--- src/rtl/sfcd_pkg.sv ---
// Shared types and constants for the strip/fan command decoder.
// Used by every module of the decoder and by its checker.
package sfcd_pkg;

  localparam int unsigned MaxGroups = 65535;

  localparam logic [1:0] CFG_STREAM_LEN   = 2'd0;
  localparam logic [1:0] CFG_VERTEX_LIMIT = 2'd1;
  localparam logic [1:0] CFG_NORMAL_LIMIT = 2'd2;

  localparam logic KIND_TRIANGLE = 1'b0;
  localparam logic KIND_FINISHED = 1'b1;

  typedef struct packed {
    logic [15:0] stream_word;
    logic        start_of_stream;
  } in_t;

  typedef struct packed {
    logic        result_kind;
    logic [15:0] vertex_a;
    logic [15:0] normal_a;
    logic [15:0] vertex_b;
    logic [15:0] normal_b;
    logic [15:0] vertex_c;
    logic [15:0] normal_c;
    logic        index_fault;
    logic [30:0] triangles_so_far;
    logic        last_of_run;
  } res_t;

  // Results caused by one accepted word, r0 first.
  typedef struct packed {
    logic [1:0] num;
    res_t       r0;
    res_t       r1;
  } push_t;

  function automatic logic corner_bad(logic [31:0] c, logic [16:0] vlim,
                                      logic [16:0] nlim);
    return ({1'b0, c[31:16]} >= vlim) || ({1'b0, c[15:0]} >= nlim);
  endfunction

endpackage

--- src/rtl/sfcd_decode.sv ---
// Stream word decoder: configuration registers, decode state and triangle assembly.
// Depends on sfcd_pkg.
module sfcd_decode (
  input  logic           clk_i,
  input  logic           rst_ni,
  input  logic           cfg_we_i,
  input  logic [1:0]     cfg_idx_i,
  input  logic [30:0]    cfg_wdata_i,
  input  logic           accept_i,
  input  sfcd_pkg::in_t  in_data_i,
  output sfcd_pkg::push_t push_o
);
  import sfcd_pkg::*;

  localparam logic [1:0] MODE_IDLE  = 2'd0;
  localparam logic [1:0] MODE_COUNT = 2'd1;
  localparam logic [1:0] MODE_VERTS = 2'd2;
  localparam logic [1:0] MODE_DONE  = 2'd3;

  localparam logic [30:0] TriMax = '1;

  logic [30:0] len_q;
  logic [16:0] vlim_q, nlim_q;

  logic [1:0]  mode_q, mode_e, mode_d;
  logic [1:0]  phase_q, phase_e, phase_d;
  logic [30:0] rem_q, rem_e, rem_d, rem_dec;
  logic [15:0] gvc_q, gvc_e, gvc_d;
  logic [15:0] vpos_q, vpos_e, vpos_d;
  logic        fan_q, fan_e, fan_d;
  logic [15:0] grp_q, grp_e, grp_d;
  logic [30:0] tri_q, tri_e, tri_d;
  logic [31:0] c0_q, c0_d, c1_q, c1_d, c2_q, c2_d;
  logic [15:0] pv_q, pv_d, pn_q, pn_d;

  logic [15:0] word;
  logic        neg;
  logic [16:0] mag;
  logic [31:0] cur, ca, cb;
  logic        tri_v, fin_v;
  res_t        tri_r, fin_r;

  assign word = in_data_i.stream_word;
  assign neg  = word[15];
  assign mag  = neg ? (17'h10000 - {1'b0, word}) : {1'b0, word};
  assign cur  = {pv_q, pn_q};

  always_comb begin
    mode_e  = mode_q;
    phase_e = phase_q;
    rem_e   = rem_q;
    gvc_e   = gvc_q;
    vpos_e  = vpos_q;
    fan_e   = fan_q;
    grp_e   = grp_q;
    tri_e   = tri_q;
    if (in_data_i.start_of_stream) begin
      mode_e  = MODE_COUNT;
      phase_e = '0;
      rem_e   = len_q;
      gvc_e   = '0;
      vpos_e  = '0;
      fan_e   = 1'b0;
      grp_e   = '0;
      tri_e   = '0;
    end

    mode_d  = mode_e;
    phase_d = phase_e;
    rem_d   = rem_e;
    gvc_d   = gvc_e;
    vpos_d  = vpos_e;
    fan_d   = fan_e;
    grp_d   = grp_e;
    tri_d   = tri_e;
    c0_d    = c0_q;
    c1_d    = c1_q;
    c2_d    = c2_q;
    pv_d    = pv_q;
    pn_d    = pn_q;
    tri_v   = 1'b0;
    fin_v   = 1'b0;
    ca      = c1_q;
    cb      = c2_q;
    rem_dec = rem_e - 31'd1;

    if (mode_e == MODE_COUNT || mode_e == MODE_VERTS) begin
      if (rem_e == '0) begin
        fin_v = 1'b1;
      end else begin
        rem_d = rem_dec;
        if (mode_e == MODE_COUNT) begin
          if (word == '0) begin
            fin_v = 1'b1;
          end else if (rem_dec < {12'd0, mag, 2'b00}) begin
            fin_v = 1'b1;
          end else begin
            fan_d   = neg;
            gvc_d   = mag[15:0];
            vpos_d  = '0;
            phase_d = '0;
            mode_d  = MODE_VERTS;
          end
        end else begin
          case (phase_e)
            2'd0: pv_d = word;
            2'd1: pn_d = word;
            2'd3: begin
              if (vpos_e == '0) c0_d = cur;
              if (fan_e) begin
                ca = c0_q;
                cb = c2_q;
              end else if (!vpos_e[0]) begin
                ca = c1_q;
                cb = c2_q;
              end else begin
                ca = c2_q;
                cb = c1_q;
              end
              if (vpos_e >= 16'd2) begin
                tri_v = 1'b1;
                if (tri_e != TriMax) tri_d = tri_e + 31'd1;
              end
              c1_d = c2_q;
              c2_d = cur;
              if ({1'b0, vpos_e} + 17'd1 >= {1'b0, gvc_e}) begin
                grp_d = grp_e + 16'd1;
                if ({16'd0, grp_d} >= MaxGroups || rem_dec == '0) begin
                  fin_v = 1'b1;
                end else begin
                  mode_d = MODE_COUNT;
                end
              end else begin
                vpos_d = vpos_e + 16'd1;
              end
            end
            default: ;
          endcase
          phase_d = phase_e + 2'd1;
        end
      end
    end
    if (fin_v) mode_d = MODE_DONE;
  end

  always_comb begin
    tri_r.result_kind      = KIND_TRIANGLE;
    tri_r.vertex_a         = ca[31:16];
    tri_r.normal_a         = ca[15:0];
    tri_r.vertex_b         = cb[31:16];
    tri_r.normal_b         = cb[15:0];
    tri_r.vertex_c         = cur[31:16];
    tri_r.normal_c         = cur[15:0];
    tri_r.index_fault      = corner_bad(ca, vlim_q, nlim_q) | corner_bad(cb, vlim_q, nlim_q)
                           | corner_bad(cur, vlim_q, nlim_q);
    tri_r.triangles_so_far = tri_d;
    tri_r.last_of_run      = !fin_v;

    fin_r                  = '0;
    fin_r.result_kind      = KIND_FINISHED;
    fin_r.triangles_so_far = tri_d;
    fin_r.last_of_run      = 1'b1;

    push_o.r0  = tri_v ? tri_r : fin_r;
    push_o.r1  = fin_r;
    push_o.num = accept_i ? ({1'b0, tri_v} + {1'b0, fin_v}) : 2'd0;
  end

  always_ff @(posedge clk_i or negedge rst_ni) begin
    if (!rst_ni) begin
      len_q  <= '0;
      vlim_q <= '0;
      nlim_q <= '0;
    end else if (cfg_we_i) begin
      case (cfg_idx_i)
        CFG_STREAM_LEN:   len_q  <= cfg_wdata_i;
        CFG_VERTEX_LIMIT: vlim_q <= cfg_wdata_i[16:0];
        CFG_NORMAL_LIMIT: nlim_q <= cfg_wdata_i[16:0];
        default: ;
      endcase
    end
  end

  always_ff @(posedge clk_i or negedge rst_ni) begin
    if (!rst_ni) begin
      mode_q  <= MODE_IDLE;
      phase_q <= '0;
      rem_q   <= '0;
      gvc_q   <= '0;
      vpos_q  <= '0;
      fan_q   <= 1'b0;
      grp_q   <= '0;
      tri_q   <= '0;
    end else if (accept_i) begin
      mode_q  <= mode_d;
      phase_q <= phase_d;
      rem_q   <= rem_d;
      gvc_q   <= gvc_d;
      vpos_q  <= vpos_d;
      fan_q   <= fan_d;
      grp_q   <= grp_d;
      tri_q   <= tri_d;
    end
  end

  always_ff @(posedge clk_i) begin
    if (accept_i) begin
      c0_q <= c0_d;
      c1_q <= c1_d;
      c2_q <= c2_d;
      pv_q <= pv_d;
      pn_q <= pn_d;
    end
  end

endmodule

--- src/rtl/sfcd_out_queue.sv ---
// Four-entry result queue: takes up to two results per cycle, delivers one unless the output is stalled.
// Depends on sfcd_pkg.
module sfcd_out_queue (
  input  logic            clk_i,
  input  logic            rst_ni,
  input  sfcd_pkg::push_t push_i,
  input  logic            out_stall_i,
  output logic            out_valid_o,
  output sfcd_pkg::res_t  out_data_o,
  output logic            space_o
);
  import sfcd_pkg::*;

  res_t       mem_q [4];
  logic [1:0] wr_q, rd_q;
  logic [2:0] cnt_q, cnt_d;
  logic       pop;

  assign out_valid_o = (cnt_q != '0);
  assign out_data_o  = mem_q[rd_q];
  assign pop         = out_valid_o && !out_stall_i;
  assign space_o     = (cnt_q <= 3'd2);
  assign cnt_d       = cnt_q + {1'b0, push_i.num} - {2'b00, pop};

  always_ff @(posedge clk_i or negedge rst_ni) begin
    if (!rst_ni) begin
      wr_q  <= '0;
      rd_q  <= '0;
      cnt_q <= '0;
    end else begin
      wr_q  <= wr_q + push_i.num;
      rd_q  <= rd_q + {1'b0, pop};
      cnt_q <= cnt_d;
    end
  end

  always_ff @(posedge clk_i) begin
    if (push_i.num != 2'd0) mem_q[wr_q] <= push_i.r0;
    if (push_i.num == 2'd2) mem_q[wr_q + 2'd1] <= push_i.r1;
  end

endmodule

--- src/rtl/strip_fan_command_decoder_core.sv ---
// Top level of the strip/fan command decoder: decoder plus result queue.
// Depends on sfcd_pkg, sfcd_decode and sfcd_out_queue.
//
// Usage:
//   Input channel (in_valid_i / in_stall_o / in_data_i) takes one 16-bit
//   stream word per transfer; start_of_stream restarts decoding on that word.
//   Output channel (out_valid_o / out_stall_i / out_data_o) delivers triangle
//   and stream-finished results in order, at most two per input word.
//   Configuration (cfg_we_i / cfg_idx_i / cfg_wdata_i) writes buffer length
//   and index limits; write only while the block is idle.
//   Results are written into the result queue when their word transfers.
//   Throughput: one word per cycle unless in_stall_o is raised; the four-entry
//   result queue raises in_stall_o when more than two results wait, so a word
//   that makes two results needs two output transfers.
//   Reset: decoder idle, queue empty, configuration registers zero; words without
//   start_of_stream are then consumed silently.
//   A stalled receiver holds the queue head; input stalls once more than two results wait.
module strip_fan_command_decoder_core (
  input  logic           clk_i,
  input  logic           rst_ni,
  input  logic           in_valid_i,
  output logic           in_stall_o,
  input  sfcd_pkg::in_t  in_data_i,
  output logic           out_valid_o,
  input  logic           out_stall_i,
  output sfcd_pkg::res_t out_data_o,
  input  logic           cfg_we_i,
  input  logic [1:0]     cfg_idx_i,
  input  logic [30:0]    cfg_wdata_i
);
  import sfcd_pkg::*;

  push_t push;
  logic  space;
  logic  accept;

  assign in_stall_o = !space;
  assign accept     = in_valid_i && space;

  sfcd_decode u_decode (
    .clk_i      (clk_i),
    .rst_ni     (rst_ni),
    .cfg_we_i   (cfg_we_i),
    .cfg_idx_i  (cfg_idx_i),
    .cfg_wdata_i(cfg_wdata_i),
    .accept_i   (accept),
    .in_data_i  (in_data_i),
    .push_o     (push)
  );

  sfcd_out_queue u_queue (
    .clk_i      (clk_i),
    .rst_ni     (rst_ni),
    .push_i     (push),
    .out_stall_i(out_stall_i),
    .out_valid_o(out_valid_o),
    .out_data_o (out_data_o),
    .space_o    (space)
  );

endmodule

--- config.mk ---
export PLATFORM = sky130hd
export DESIGN_NAME = strip_fan_command_decoder_core
export DESIGN_NICKNAME = d
export VERILOG_FILES = /design/src/rtl/sfcd_pkg.sv /design/src/rtl/sfcd_decode.sv /design/src/rtl/sfcd_out_queue.sv /design/src/rtl/strip_fan_command_decoder_core.sv
export SDC_FILE = /design/constraint.sdc
export NUM_CORES = 2
export LEC_CHECK = 0
export BUFFER_PORTS_ARGS = -buffer_cell sky130_fd_sc_hd__buf_2
export CAP_MARGIN = 20
export CORE_ASPECT_RATIO = 0.8
export CORE_UTILIZATION = 45
export DETAILED_ROUTE_END_ITERATION = 8
export MAX_ROUTING_LAYER = met4
export PLACE_DENSITY = 0.66
export SKIP_LAST_GASP = 1
export SYNTH_ARGS = -nofsm -noshare
export SYNTH_HDL_FRONTEND = slang
export SYNTH_SLANG_ARGS = --single-unit
--- constraint.sdc ---
create_clock -name clk_i -period 9.1 [get_ports clk_i]
set_input_delay 0.455 -clock clk_i [delete_from_list [all_inputs] [get_ports clk_i]]
set_output_delay 0.455 -clock clk_i [all_outputs]
set_load 0.05 [all_outputs]
==> results.yml <==
status:
  status: "finished, final reports clean"
worst_setup_path:
  criticalPathCategory: "reg2reg"
  cp.required_ns: 9.68
  critPathMaxFanout: 34
  cp.arrival_ns: 7.86
  cp-end-kind: "flop"
  cp-start-kind: "flop"
final_layout:
  fillers: 7544
  regArea_um2: 20200
  syn2layout_area_growth_pct: 12.2
  stdcell_count: 4875
  multiInputGateArea_um2: 18000
  drive_above_1_share: 0.165
  nets: 3880
sta:
  slew_headroom: 0.211
  final.min_clock_period_ns: 7.28
  rsz0062_at_grt: "no"
  slew_viol_final: 0
  clock.fmax_mhz: 137
  final-setup-viol-count: 0
  worst_slew_pin_slew_ns: 1.15
  finClkSkew_ns: 0.0392
  setup_tns_ns: 0
  hold_violations: 0
  post-route-period-util: 0.800
drt:
  routedWlPerCell_um: 22.8
  wl_um: 111000
  first_pass_iters: 5
  drc: 0
  drtIter0Drc: 3035
  via_per_inst: 6.01
  postRouteAntennaNets: 0
  vias: 29300
yosys:
  synth.distinct_cells: 95
  syn_avg_cell_area_um2: 11.1
  synth_cells: 3561
  synth-async-reset-ratio: 0.224
  yosysSeqAreaShare: 0.513
  ys.warnings.count: 0
  synth_ff_type: "dfxtp_1"
  syn_area_um2: 39400
  ys_ff_latch: 835
  synth_edf_count: 252
  syn-num-nets: 3766
placed_design:
  place_inst: 4709
  gp_congestion: 0.920
  dp.final_hpwl_um: 74600
  port_buffers: 186
floorplan:
  ios: 187
  core_area_um2: 86100
  die_h_um: 266
  die_area_um2: 88600
  num_rows: 96
  die_width_um: 333
  initial_core_util: 0.457
power_and_ir_drop:
  cellLeakagePower_nw: 17.4
  vdd_ir_drop_max_v: 0.000184
  power.density_nw_per_um2: 228
cts:
  cts_resized: 0
  cts_buffer_depth: 3
  cts.htree.levels: 3
  path_clk_slew_ns: 0.07
  cts_root_buf: "clkbuf_16"
  worstSkewPairLatency_ns: 0.67
  clock-sinks: 835
  cts_tree: "done"
  cts_buffers: 83
min_path:
  hp-class: "in2reg"
grt:
  grt_pass1_wl_um: 170000
  grt_overflow_total: 0
  grt_max_degree: 117
  grt_usage: 0.255
  grt_pass1_vias: 27700
  antenna_found_initial: 6
job:
  max-cap-violations: 0
## final timing paths
path	start	endpoint	slack, ns	cells past startpoint
setup / recovery	u_decode.vpos_q[0]	u_queue.mem_q[0][32]	1.82	23
hold / removal	cfg_wdata_i[26]	u_decode.len_q[26]	0.03	2
setup reg to reg	u_decode.vpos_q[0]	u_queue.mem_q[0][32]	1.82	23
hold reg to reg	u_queue.mem_q[1][82]	u_queue.mem_q[1][82]	0.45	2
max in group asynchronous	rst_ni	u_decode.vlim_q[8]	7.33	3
min in group asynchronous	rst_ni	u_decode.len_q[17]	0.38	2
## state kept, by name, indices dropped and copies added, names as in the netlist
name and count:
u_decode.c0_q 32, u_decode.c1_q 32, u_decode.c2_q 32, u_decode.fan_q 1, u_decode.grp_q 16, u_decode.gvc_q 16
u_decode.len_q 31, u_decode.mode_q 2, u_decode.nlim_q 17, u_decode.phase_q 2, u_decode.pn_q 16, u_decode.pv_q 16
u_decode.rem_q 31, u_decode.tri_q 31, u_decode.vlim_q 17, u_decode.vpos_q 16, u_queue.cnt_q 3, u_queue.mem_q 520
u_queue.rd_q 2, u_queue.wr_q 2
## cells by family (layout without fill, tap and decap cells)
group,after synthesis,count (layout),synth area share
xor gates and xnor gates,97,97,0.0216
adders and majority gates,150,150,0.0479
muxes,280,280,0.115
DFF,835,835,0.513
other,1,3,0.0000953
buffers and inverters,321,506,0.0327
and+or+nand+nor,1002,1002,0.121
AOI/OAI and AO/OA,875,875,0.150
## routing by layer
layer | wire length (um) | global-route usage | vias up
met1 | 52100 | 0.380 | 14500
met4 | 1960 | 0.0531 | 0
met2 | 47100 | 0.355 | 1165
met3 | 10100 | 0.0545 | 127
li1 | - | - | 13500
met5 | 0 | - | -
## cell usage after synthesis (all sizes together) (6+ instances only)
master,instances,area share
o31ai,9,0.0017
nor3,48,0.0065
and4,6,0.0013
or4,15,0.0030
and2,10,0.0016
ha,149,0.047
or3,21,0.0033
inv,113,0.011
o211ai,13,0.0026
nand4,44,0.0073
xor2,52,0.012
edfxtp,252,0.19
dfxtp,396,0.20
o21ai,306,0.039
o22ai,43,0.0068
nor4,30,0.0061
clkbuf,171,0.016
a31oi,18,0.0032
or3b,10,0.0022
mux2i,78,0.020
or2,11,0.0017
a22oi,21,0.0041
nor2b,30,0.0048
nand3,70,0.0090
a2111oi,9,0.0020
dfrtp,187,0.12
a22o,229,0.051
o22a,6,0.0013
nand2b,12,0.0019
nand2,367,0.035
nand3b,7,0.0013
buf,37,0.0056
and3,19,0.0030
a21o,28,0.0053
nor3b,15,0.0030
mux4,130,0.074
a21oi,113,0.015
nor2,274,0.026
xnor2,45,0.010
o21a,23,0.0044
mux2,72,0.021
## where the power goes
part	internal, mW	total [mW]	leakage (nW)	switching (mW)
sequential	4.01	4.31	8.00	0.299
clock	1.95	3.50	1.36	1.55
combinational	0.835	2.24	7.99	1.41
total	6.80	10.1	17.4	3.25
## worst max-delay path: stages, from the launching register on
cell and delay, ns:
dfrtp_1 0.40, nor2b_1 0.19, buf_4 0.24, nor3b_2 0.30
and3_1 0.25, nand3_1 0.16, or2_1 0.35, or3_1 0.33
a21oi_1 0.21, ha_1 0.21, o21a_1 0.13, o21a_1 0.15
a21oi_1 0.08, a211o_1 0.35, a21oi_1 0.35, nand2_1 0.09
a31oi_1 0.52, ha_1 0.37, o21ai_0 0.18, nor3_1 0.70
and3_2 0.92, buf_4 0.41, a21oi_1 0.08, a31oi_1 0.17
## final cells by class
type	count	area share
Multi-Input combinational cell	2405	0.407
Clock buffer	105	0.0517
Antenna cell	2	0.000113
Clock inverter	51	0.0111
Tap cell	1127	0.0319
Sequential cell	835	0.457
Timing Repair Buffer	237	0.0314
Inverter	113	0.00960
## layout by cell type (no fill, tap or decap), types with 13 or more instances in the layout
cell type,synthesis,layout
dfxtp_1,396,396
nand2_1,366,364
nor2_1,274,272
o21ai_0,269,269
edfxtp_1,252,252
a22o_1,229,229
dfrtp_1,187,185
buf_2,5,184
ha_1,149,149
mux4_2,130,130
a21oi_1,111,111
inv_1,111,110
clkbuf_16,0,86
mux2i_1,77,77
mux2_2,72,72
nand3_1,69,67
xor2_1,52,52
xnor2_1,45,45
nor3_1,45,45
o22ai_1,43,43
nand4_1,42,42
buf_4,4,40
o21ai_1,37,37
nor2b_1,30,30
a21o_1,28,27
nor4_1,23,23
o21a_1,23,23
or3_1,21,21
a22oi_1,20,20
and3_1,19,17
a31oi_1,17,17
clkinv_2,0,17
or4_1,14,14
nor3b_1,14,13
clkbuf_1,171,13
## timing repair
item / 4_1_cts / 5_1_grt
buffers inserted: 0 / 0
hold buffers: 7 / 0
hold endpoints to repair: 81 / 0
## metrics by stage
stage | total power [mW] | utilization | hold WS, ns | instance area (um^2) | setup slack [ns]
after global routing | 10.5 | 0.513 | 0.0200 | 44200 | 1.40
after global placement | 6.59 | 0.479 | 0.429 | 41300 | 1.64
after detailed placement | 6.62 | 0.479 | 0.437 | 41300 | 1.48
after floorplan | 5.98 | - | 0.159 | 39400 | 0.143
final | 10.1 | 0.513 | 0.0291 | 44200 | 1.82
after CTS | 10.1 | 0.512 | 0.00541 | 44100 | 1.93
No activity file was read; power rests on OpenSTA's default activity.
